===== config.mk =====
export PLATFORM = sky130hd
export DESIGN_NAME = preemptive_priority_scheduler_core
export DESIGN_NICKNAME = d
export VERILOG_FILES = /design/src/design/pps_pkg.sv /design/src/design/pps_slot_ram.sv /design/src/design/preemptive_priority_scheduler_core.sv
export SDC_FILE = /design/constraint.sdc
export NUM_CORES = 1
export LEC_CHECK = 0
export BUFFER_PORTS_ARGS = -buffer_cell sky130_fd_sc_hd__buf_4
export CAP_MARGIN = 20
export CORE_AREA = 2 2 225 227
export CTS_BUF_LIST = sky130_fd_sc_hd__clkbuf_4 sky130_fd_sc_hd__clkbuf_8 sky130_fd_sc_hd__clkbuf_16
export DETAILED_ROUTE_END_ITERATION = 16
export DIE_AREA = 0 0 227 229
export GPL_TIMING_DRIVEN = 1
export PLACE_DENSITY = 0.76
export SYNTH_ARGS = -nofsm -noshare
export SYNTH_HDL_FRONTEND = slang
export SYNTH_HIERARCHICAL = 1
export SYNTH_SLANG_ARGS = --single-unit

===== constraint.sdc =====
create_clock -name clk -period 8.3 [get_ports clk]
set_input_delay 2.49 -clock clk [delete_from_list [all_inputs] [get_ports clk]]
set_output_delay 2.49 -clock clk [all_outputs]
set_load 0.02 [all_outputs]

===== src/design/pps_pkg.sv =====
`timescale 1ns / 1ps
`default_nettype none
// ----------------------------------------------------------------------------
// pps_pkg
// Shared types and constants of the preemptive priority scheduler.
// ----------------------------------------------------------------------------
package pps_pkg;

  localparam int ID_W    = 8;
  localparam int BURST_W = 8;
  localparam int PRIO_W  = 4;
  localparam int OUT_T_W = 16;

  localparam logic KIND_ADMIT = 1'b0;
  localparam logic KIND_TICK  = 1'b1;

  typedef enum logic [2:0] {
    ST_IDLE,
    ST_SCAN,
    ST_DRAIN,
    ST_FETCH,
    ST_RESP,
    ST_TAT,
    ST_WAIT,
    ST_COMMIT
  } state_t;

endpackage : pps_pkg
`default_nettype wire


===== src/design/pps_slot_ram.sv =====
`timescale 1ns / 1ps
`default_nettype none
// ----------------------------------------------------------------------------
// pps_slot_ram
// Job slot record store: one write port, one read port, registered read data.
// ----------------------------------------------------------------------------
module pps_slot_ram #(
  parameter int DEPTH = 8,
  parameter int WIDTH = 60,
  localparam int AW = $clog2(DEPTH)
) (
  input  wire logic             clk,
  input  wire logic             we,
  input  wire logic [AW-1:0]    waddr,
  input  wire logic [WIDTH-1:0] wdata,
  input  wire logic             re,
  input  wire logic [AW-1:0]    raddr,
  output logic      [WIDTH-1:0] rdata
);

  logic [WIDTH-1:0] mem [DEPTH];

  always_ff @(posedge clk) begin
    if (we) begin
      mem[waddr] <= wdata;
    end
  end

  always_ff @(posedge clk) begin
    if (re) begin
      rdata <= mem[raddr];
    end
  end

endmodule : pps_slot_ram
`default_nettype wire


===== src/design/preemptive_priority_scheduler_core.sv =====
`timescale 1ns / 1ps
`default_nettype none
// ----------------------------------------------------------------------------
// preemptive_priority_scheduler_core
// Tick-driven preemptive priority scheduler over a table of job slots.
// ----------------------------------------------------------------------------
// An input word is either an admit (kind 0: job_id, burst_length, job_priority)
// or a clock tick (kind 1). Each accepted word yields exactly one result word.
// Both channels use valid/stall; a word moves when valid is high and stall low.
// The block takes one word at a time. Each word first walks the slot table one
// slot per cycle through the record RAM read port, looking for the first free
// slot and the highest-priority valid job. A tick then fetches the chosen
// record and, if a job was found, runs three subtractions through one shared
// subtractor (ST_RESP, ST_TAT, ST_WAIT). Every word ends in ST_COMMIT, and the
// block returns to ST_IDLE before the next word is taken.
// A finished result sits in the output register; the next word can be taken
// while it waits, but the block holds before updating state until the output
// register is free. Reset clears the clock, all slot valid and started bits,
// and the output valid flag; the record RAM needs no clearing.
// ----------------------------------------------------------------------------
module preemptive_priority_scheduler_core #(
  parameter int JOB_SLOTS = 8,
  parameter int TIME_BITS = 16
) (
  input  wire logic                        clk,
  input  wire logic                        rst,
  input  wire logic                        in_valid,
  output logic                             in_stall,
  input  wire logic                        kind,
  input  wire logic [pps_pkg::ID_W-1:0]    job_id,
  input  wire logic [pps_pkg::BURST_W-1:0] burst_length,
  input  wire logic [pps_pkg::PRIO_W-1:0]  job_priority,
  output logic                             out_valid,
  input  wire logic                        out_stall,
  output logic                             admit_rejected,
  output logic                             ran_valid,
  output logic [pps_pkg::ID_W-1:0]         ran_job,
  output logic                             job_done,
  output logic [pps_pkg::OUT_T_W-1:0]      turnaround,
  output logic [pps_pkg::OUT_T_W-1:0]      waiting,
  output logic [pps_pkg::OUT_T_W-1:0]      response
);

  localparam int IW        = $clog2(JOB_SLOTS);
  localparam int RESP_LSB  = 0;
  localparam int ARR_LSB   = TIME_BITS;
  localparam int REM_LSB   = 2 * TIME_BITS;
  localparam int BURST_LSB = REM_LSB + pps_pkg::BURST_W;
  localparam int PRIO_LSB  = BURST_LSB + pps_pkg::BURST_W;
  localparam int ID_LSB    = PRIO_LSB + pps_pkg::PRIO_W;
  localparam int REC_W     = ID_LSB + pps_pkg::ID_W;
  localparam logic [IW-1:0] LAST_SLOT = IW'(JOB_SLOTS - 1);

  pps_pkg::state_t state, state_next;

  // Captured input word.
  logic                        kind_q;
  logic [pps_pkg::ID_W-1:0]    id_q;
  logic [pps_pkg::BURST_W-1:0] burst_q;
  logic [pps_pkg::PRIO_W-1:0]  prio_q;

  logic [TIME_BITS-1:0] clock_now;
  logic [JOB_SLOTS-1:0] slot_valid;
  logic [JOB_SLOTS-1:0] slot_started;

  // Scan state.
  logic [IW-1:0]               scan_idx;
  logic                        cmp_en;
  logic [IW-1:0]               cmp_idx;
  logic                        pick_found;
  logic [IW-1:0]               pick_idx;
  logic [pps_pkg::PRIO_W-1:0]  pick_prio;
  logic                        free_found;
  logic [IW-1:0]               free_idx;

  // Shared subtractor and its results.
  logic [TIME_BITS-1:0] sub_a, sub_b, sub_y;
  logic [TIME_BITS-1:0] resp_q, tat_q, wait_q;

  // Record RAM port.
  logic             mem_we, mem_re;
  logic [IW-1:0]    mem_waddr, mem_raddr;
  logic [REC_W-1:0] mem_wdata, mem_q;

  logic out_free, accept, commit;

  logic [pps_pkg::ID_W-1:0]    rec_id;
  logic [pps_pkg::PRIO_W-1:0]  rec_prio;
  logic [pps_pkg::BURST_W-1:0] rec_burst, rec_rem, rem_dec, burst_eff;
  logic [TIME_BITS-1:0]        rec_arr, rec_resp;
  logic                        run_done;

  assign rec_id    = mem_q[ID_LSB +: pps_pkg::ID_W];
  assign rec_prio  = mem_q[PRIO_LSB +: pps_pkg::PRIO_W];
  assign rec_burst = mem_q[BURST_LSB +: pps_pkg::BURST_W];
  assign rec_rem   = mem_q[REM_LSB +: pps_pkg::BURST_W];
  assign rec_arr   = mem_q[ARR_LSB +: TIME_BITS];
  assign rec_resp  = mem_q[RESP_LSB +: TIME_BITS];
  assign rem_dec   = rec_rem - pps_pkg::BURST_W'(1);
  assign run_done  = (rem_dec == '0);
  assign burst_eff = (burst_q == '0) ? pps_pkg::BURST_W'(1) : burst_q;

  assign sub_y    = sub_a - sub_b;
  assign in_stall = (state != pps_pkg::ST_IDLE);
  assign accept   = in_valid && !in_stall;
  assign out_free = !out_valid || !out_stall;

  pps_slot_ram #(
    .DEPTH (JOB_SLOTS),
    .WIDTH (REC_W)
  ) u_slot_ram (
    .clk   (clk),
    .we    (mem_we),
    .waddr (mem_waddr),
    .wdata (mem_wdata),
    .re    (mem_re),
    .raddr (mem_raddr),
    .rdata (mem_q)
  );

  // Next state.
  always_comb begin
    state_next = state;
    unique case (state)
      pps_pkg::ST_IDLE: begin
        if (accept) state_next = pps_pkg::ST_SCAN;
      end
      pps_pkg::ST_SCAN: begin
        if (scan_idx == LAST_SLOT) state_next = pps_pkg::ST_DRAIN;
      end
      pps_pkg::ST_DRAIN: begin
        state_next = (kind_q == pps_pkg::KIND_TICK) ? pps_pkg::ST_FETCH
                                                    : pps_pkg::ST_COMMIT;
      end
      pps_pkg::ST_FETCH: begin
        state_next = pick_found ? pps_pkg::ST_RESP : pps_pkg::ST_COMMIT;
      end
      pps_pkg::ST_RESP:   state_next = pps_pkg::ST_TAT;
      pps_pkg::ST_TAT:    state_next = pps_pkg::ST_WAIT;
      pps_pkg::ST_WAIT:   state_next = pps_pkg::ST_COMMIT;
      pps_pkg::ST_COMMIT: begin
        if (out_free) state_next = pps_pkg::ST_IDLE;
      end
      default: state_next = pps_pkg::ST_IDLE;
    endcase
  end

  // Datapath controls.
  always_comb begin
    mem_re    = 1'b0;
    mem_raddr = scan_idx;
    mem_we    = 1'b0;
    mem_waddr = pick_idx;
    mem_wdata = {rec_id, rec_prio, rec_burst, rem_dec, rec_arr, resp_q};
    sub_a     = clock_now;
    sub_b     = rec_arr;
    commit    = 1'b0;
    unique case (state)
      pps_pkg::ST_SCAN: begin
        mem_re = 1'b1;
      end
      pps_pkg::ST_FETCH: begin
        mem_re    = 1'b1;
        mem_raddr = pick_idx;
      end
      pps_pkg::ST_TAT: begin
        sub_a = clock_now + TIME_BITS'(1);
      end
      pps_pkg::ST_WAIT: begin
        sub_a = tat_q;
        sub_b = TIME_BITS'(rec_burst);
      end
      pps_pkg::ST_COMMIT: begin
        commit = out_free;
        if (kind_q == pps_pkg::KIND_ADMIT) begin
          mem_we    = out_free && free_found;
          mem_waddr = free_idx;
          mem_wdata = {id_q, prio_q, burst_eff, burst_eff, clock_now, TIME_BITS'(0)};
        end else begin
          mem_we = out_free && pick_found;
        end
      end
      default: begin
      end
    endcase
  end

  always_ff @(posedge clk) begin
    if (rst) begin
      state <= pps_pkg::ST_IDLE;
    end else begin
      state <= state_next;
    end
  end

  always_ff @(posedge clk) begin
    if (accept) begin
      kind_q  <= kind;
      id_q    <= job_id;
      burst_q <= burst_length;
      prio_q  <= job_priority;
    end
  end

  // Slot walk: a read issued in ST_SCAN is compared in the following cycle.
  always_ff @(posedge clk) begin
    if (rst) begin
      cmp_en     <= 1'b0;
      scan_idx   <= '0;
      pick_found <= 1'b0;
      free_found <= 1'b0;
    end else begin
      cmp_en  <= (state == pps_pkg::ST_SCAN);
      cmp_idx <= scan_idx;
      if (accept) begin
        scan_idx   <= '0;
        pick_found <= 1'b0;
        free_found <= 1'b0;
      end else if (state == pps_pkg::ST_SCAN) begin
        scan_idx <= scan_idx + IW'(1);
      end
      if (cmp_en) begin
        if (slot_valid[cmp_idx]) begin
          // Strictly greater keeps the lowest slot on a tie.
          if (!pick_found || rec_prio > pick_prio) begin
            pick_found <= 1'b1;
            pick_idx   <= cmp_idx;
            pick_prio  <= rec_prio;
          end
        end else if (!free_found) begin
          free_found <= 1'b1;
          free_idx   <= cmp_idx;
        end
      end
    end
  end

  always_ff @(posedge clk) begin
    if (state == pps_pkg::ST_RESP) begin
      resp_q <= slot_started[pick_idx] ? rec_resp : sub_y;
    end
    if (state == pps_pkg::ST_TAT) begin
      tat_q <= sub_y;
    end
    if (state == pps_pkg::ST_WAIT) begin
      wait_q <= sub_y;
    end
  end

  always_ff @(posedge clk) begin
    if (rst) begin
      clock_now    <= '0;
      slot_valid   <= '0;
      slot_started <= '0;
    end else if (commit) begin
      if (kind_q == pps_pkg::KIND_ADMIT) begin
        if (free_found) begin
          slot_valid[free_idx]   <= 1'b1;
          slot_started[free_idx] <= 1'b0;
        end
      end else begin
        clock_now <= clock_now + TIME_BITS'(1);
        if (pick_found) begin
          slot_started[pick_idx] <= !run_done;
          if (run_done) slot_valid[pick_idx] <= 1'b0;
        end
      end
    end
  end

  always_ff @(posedge clk) begin
    if (rst) begin
      out_valid <= 1'b0;
    end else if (commit) begin
      out_valid <= 1'b1;
    end else if (!out_stall) begin
      out_valid <= 1'b0;
    end
  end

  always_ff @(posedge clk) begin
    if (commit) begin
      admit_rejected <= 1'b0;
      ran_valid      <= 1'b0;
      ran_job        <= '0;
      job_done       <= 1'b0;
      turnaround     <= '0;
      waiting        <= '0;
      response       <= '0;
      if (kind_q == pps_pkg::KIND_ADMIT) begin
        admit_rejected <= !free_found;
      end else if (pick_found) begin
        ran_valid <= 1'b1;
        ran_job   <= rec_id;
        if (run_done) begin
          job_done   <= 1'b1;
          turnaround <= pps_pkg::OUT_T_W'(tat_q);
          waiting    <= pps_pkg::OUT_T_W'(wait_q);
          response   <= pps_pkg::OUT_T_W'(resp_q);
        end
      end
    end
  end

endmodule : preemptive_priority_scheduler_core
`default_nettype wire

Word level (Yosys, flattened, before mapping) --
Memories as Yosys holds them, arrays and structs flattened. A register that Yosys moved wholly into a read port is not among the register bits. Index checks and enable logic that the tools add are counted.
Storage, ports and cells: register bits 183, latch bits 0, bits in writable memories 480, ROM bits 0, input bits 25, output and inout port bits 61, word-level logic and storage cells 137, memories 1
Operators by class: add/sub/neg operators 4, multipliers 0, div/mod/pow operators 0, $lt $le $gt $ge 6, equality and inequality tests 14, shift-type cells 0, mux-type cells 49, bitwise gates (word level) 8, reductions and logical operators 28
Memories:
- u_slot_ram.mem | depth 8, width 60, rd ports 1, clocked after memory_dff 1, write ports 1, RTL line pps_slot_ram.sv:21 | logic [WIDTH-1:0] mem [DEPTH];
Operators with widths (number):
- two-way mux 60 bit | 2
- two-way mux 8 bit | 8
- two-way mux 16 bit | 2
- one-hot mux 16 bit (2 select lines) | 1
- one-hot mux 3 bit (8 select lines) | 1
- two-way mux 1 bit | 22
- two-way mux 3 bit | 7
- adder 16 x 1 -> 16 bit (second input constant) | 1
- bitwise AND 8 bit | 2
- zero test 8 bit | 2
- inverter 8 bit | 2
- subtractor 16 bit | 1
- == test 3 bit (second input constant) | 5
- < comparator 3 x 4 -> 1 bit (second input constant) | 3
- AND reduction 4 bit | 3
- AND reduction 3 bit | 3
- bitwise mux 8 bit | 1
- bitwise OR 8 bit | 1
- subtractor 8 x 1 -> 8 bit (second input constant) | 1
- binary-select mux 1 bit (select 3 bit) | 2
- demux 1 bit (select 3 bit) | 2
- == test 3 x 2 -> 1 bit (second input constant) | 2
- greater-or-equal comparator 3 x 1 -> 1 bit (second input constant) | 2
- zero test 1 bit | 6
- 14 further kinds | 27

Longest topological paths before layout --
word-level depth 9, mapped depth 15

By module --
Netlist, hierarchy kept.
Modules (own cells, without submodules):
- pps_slot_ram | instances 1, cells an instance 766, area an instance 20007.9 µm², sequential area each 16215.6 µm²
- preemptive_priority_scheduler_core | instances 1, cells an instance 933, area an instance 9444.1 µm², sequential area each 5074.9 µm²

Worst setup path after synthesis --
Ideal clock, no wire load.
path kind in2reg, start point input port out_stall, end point memory u_slot_ram.mem[0][0], enable pin, library setup time 552 ps, arrival time 7214 ps, data required time 7748 ps, path slack 534 ps, stages on the path 5, buffers on the path 0, cells stage by stage a21oi_1 -> o21ai_0 -> inv_1 -> nand2b_1 -> nor3_1
Between the ends: word-level cells in the longest chain between the ends 7, elaborated cells between the ends (all ways) 8, classes of those cells 4 x mux; 4 x reduce/logical
Ends and longest elaborated chain:
- start: declaration | RTL line preemptive_priority_scheduler_core.sv:34 | input wire logic out_stall,
- zero test 1 bit *
- logical OR 1 bit * | RTL line preemptive_priority_scheduler_core.sv:106 | assign out_free = !out_valid || !out_stall;
- logical AND 1 bit, on equally long branches | RTL line preemptive_priority_scheduler_core.sv:176, preemptive_priority_scheduler_core.sv:180
- two-way mux 1 bit * | RTL line preemptive_priority_scheduler_core.sv:175 | if (kind_q == pps_pkg::KIND_ADMIT) begin
- two-way mux 1 bit * | RTL line preemptive_priority_scheduler_core.sv:158 | unique case (state)
- net mem_we | RTL line preemptive_priority_scheduler_core.sv:81 | logic mem_we, mem_re;
- two-way mux 1 bit * | RTL line pps_slot_ram.sv:24 | if (we) begin
- two-way mux 1 bit (not written as such) * | RTL line pps_slot_ram.sv:25 | mem[waddr] <= wdata;
- end: declaration | RTL line pps_slot_ram.sv:21
The timed path passes the listed nets; every way through them passes the cells marked *.

Worst setup path in the final report --
start point input port out_stall, end point memory u_slot_ram.mem[6][1], enable pin
Same word-level chain as after synthesis.

==> results.md <==
* Status: complete, no violations
* Post-synth top area cell: edfxtp_1
* Largest fanout on the critical path at 31
* Starting Density at 0.593
* Max Fclk at 211 MHz
* Crit path kind: in -> reg
* Skew-Pair Late Insertion Delay at 0.61 ns
* Core Area at 49700 sq um
* Async SR Flop Fraction at 0
* Crit share post-route at 0.570
* Via density at 6.17
* Commonest cells post-synth: edfxtp_1, nand2_1, mux4_2, nor2_1, mux2_2
* Drc violations at 0
* Total Die Area at 52000 sq um
* Fin area at 33200 sq um
* VDD IR-drop max at 0.149 mV
* Post-route ant nets at 0
* Antenna cells at 0
* Combinational power share at 0.031
* Hold-fix buffers, CTS at 0
* First-pass GRT wire length at 95900 microns
* Worst slew pin tran at 1.05 ns
* Hold path depth at 2
* Clock root buffer: clkbuf_16
* Leak pwr at 10.8 nW
* Area Overhead vs Synth at 12.8%
* Unrepaired setup endpoints after global routing: false
* Critical Path AT at 4.96 ns
* Share of layout cells above drive strength 1 at 0.231
* Top post-synthesis cells by area: edfxtp_1, mux4_2, mux2_2
* Gr ovfl total at 0
* Primary FF master, synth: edfxtp_1
* HPWL after DPL at 37200 microns
* Initial antenna violation count at 6
* NumNets Final at 1850
* Post-CTS setup buffer count at 0
* Avg Cell Area, Syn at 17.3 sq um
* FF-to-FF path depth at 13
* Routed len/inst at 24.8 microns
* Netlist cell types at 70
* Pins Over Slew Limit at 0
* I/O pins at 86
* IO Port Bufs at 85
* Count leader, synth: edfxtp_1
* Final Setup Violations at 0
* Clock-pin slew on the worst setup and hold paths at 0.06 ns
* Clock tree buffer depth at 3
* Vias in the first global route at 15819
* Fillers at 3278
* Pwr dens at 228 nW/um^2
* Total CTS buffers at 73
* Worst EP required at 8.53 ns
* DP Area at 30700 sq um
* Total Wirelength at 62800 microns
* Die Span X at 227 microns
* Internal power at 6.11 mW
* Sw Share at 0.194
* Reg area at 21300 sq um
* CP endpoint kind: flop
* Final core utilization at 0.669
* Syn nets at 1749
* Clk sinks at 723
* Switching Power at 1.47 mW
* Chip Height at 229 microns
* Top cell type's share of synthesized area at 0.694
* Drt initial violations at 1552
* Max-cap violations at 0
* Number of gates resized after cts at 0
* Routability cong. at 0.885
* Part of the power in registers at 0.531
* Hold Crit Class: reg -> reg
* H-Tree Depth at 3
* Crit start category: primary input
* TritonCTS clock tree: done
* Mapped Cells at 1699
* Synth Warn # at 6
* Global router's overall resource usage at 0.250
* Clk_skew at 0.0291 ns
* Setup TNS at 0 ns
* 1st-pass router iterations at 5
* Vias at 15585
* Pin count of the biggest net entering global routing at 71
* Row cnt at 82
* Synthesized flop and latch total at 723
* Worst relative slew slack at 0.294
* Final hold vios at 0
* Fin Hold WS at 0.473 ns
* EDFF count, synth at 681
* Min Tclk post-route at 4.73 ns
* Clock share of power at 0.438
* Seq/Total Area, Yosys at 0.723
* Synth Cell Area at 29500 sq um
* Multi-input logic area at 7680 sq um
## critical path: stages
cell and delay (ns):
buf_4 0.13, a21oi_4 0.14, o21ai_0 0.28, inv_1 0.23, nand2_1 0.24, nor2_4 0.84, buf_4 0.58
## layout make-up
cell class,instances,area share
clock buffer,92,0.0609
multi-input combinational,866,0.231
timing repair buffer,114,0.0265
tap,672,0.0253
clock inverter,38,0.0126
sequential,723,0.641
inverter,22,0.00249
## placed cells by master (no fill, tap or decap), drive strengths merged, types with 4 or more instances in the layout
master / n
mux4: 122
nor2b: 9
nand3b: 4
or3: 10
o21a: 10
o31ai: 8
ha: 24
nand2: 160
nor4: 5
xor2: 10
nand4: 7
and4: 4
a21o: 6
clkbuf: 93
o211ai: 12
dfxtp: 42
a41oi: 5
nand2b: 8
mux2i: 10
mux2: 79
xnor2: 21
nand3: 21
nor3: 12
a21oi: 52
and3: 12
a31oi: 6
o22ai: 9
o21ai: 44
and2: 69
edfxtp: 681
inv: 24
buf: 113
clkinv: 25
bufinv: 9
nor2: 88
o41ai: 6
## per-stage QoR
step | worst slack [ns] | power [mW] | instances
floorplan | 0.534 | 4.28 | 1699
global placement | 2.95 | 4.34 | 2394
detailed placement | 2.94 | 4.34 | 2394
CTS | 3.53 | 7.65 | 2524
global route | 3.23 | 7.81 | 2527
finish | 3.57 | 7.59 | 2527
## power groups by stage
| stage | registers (mW) | logic [mW] | clock network (mW) |
|---|---|---|---|
| global route | 4.03 | 0.260 | 3.52 |
| finish | 4.03 | 0.238 | 3.32 |
| detailed placement | 4.10 | 0.239 | 0 |
| global placement | 4.10 | 0.232 | 0 |
| floorplan | 4.09 | 0.183 | 0 |
| CTS | 4.03 | 0.241 | 3.38 |
## registers in the layout, summed over array words and instances (netlist names), 8 cells and up
| name | count |
|---|---|
| burst_q | 8 |
| tat_q | 16 |
| turnaround | 16 |
| u_slot_ram/rdata | 60 |
| wait_q | 16 |
| clock_now | 16 |
| id_q | 8 |
| u_slot_ram/mem | 480 |
| resp_q | 16 |
| waiting | 16 |
| slot_valid | 8 |
| slot_started | 8 |
| response | 16 |
| ran_job | 8 |
## worst paths after layout
check	startpoint	to	slack [ns]
min	slot_valid[7]	slot_valid[7]	0.47
max reg2reg	state[1]	resp_q[11]	3.58
min reg2reg	slot_valid[7]	slot_valid[7]	0.47
max	out_stall	u_slot_ram/mem[6][1]	3.57
## metal layers
metal | vias up | GRT usage | share of wire
li1 | 6863 | - | -
met3 | 87 | 0.0445 | 0.078
met2 | 671 | 0.388 | 0.48
met1 | 7964 | 0.367 | 0.42
met5 | - | 0 | 0
met4 | 0 | 0.0786 | 0.021
## cell families after synthesis
logic type | after synthesis | share of synthesized area
flops | 723 | 0.723
simple gates | 418 | 0.0679
xor+xnor | 31 | 0.00922
mux | 211 | 0.130
buf+inv | 110 | 0.0203
compound gates | 181 | 0.0392
fa+ha+maj | 25 | 0.0109
Note: power is estimated with default switching activity, not from simulation.
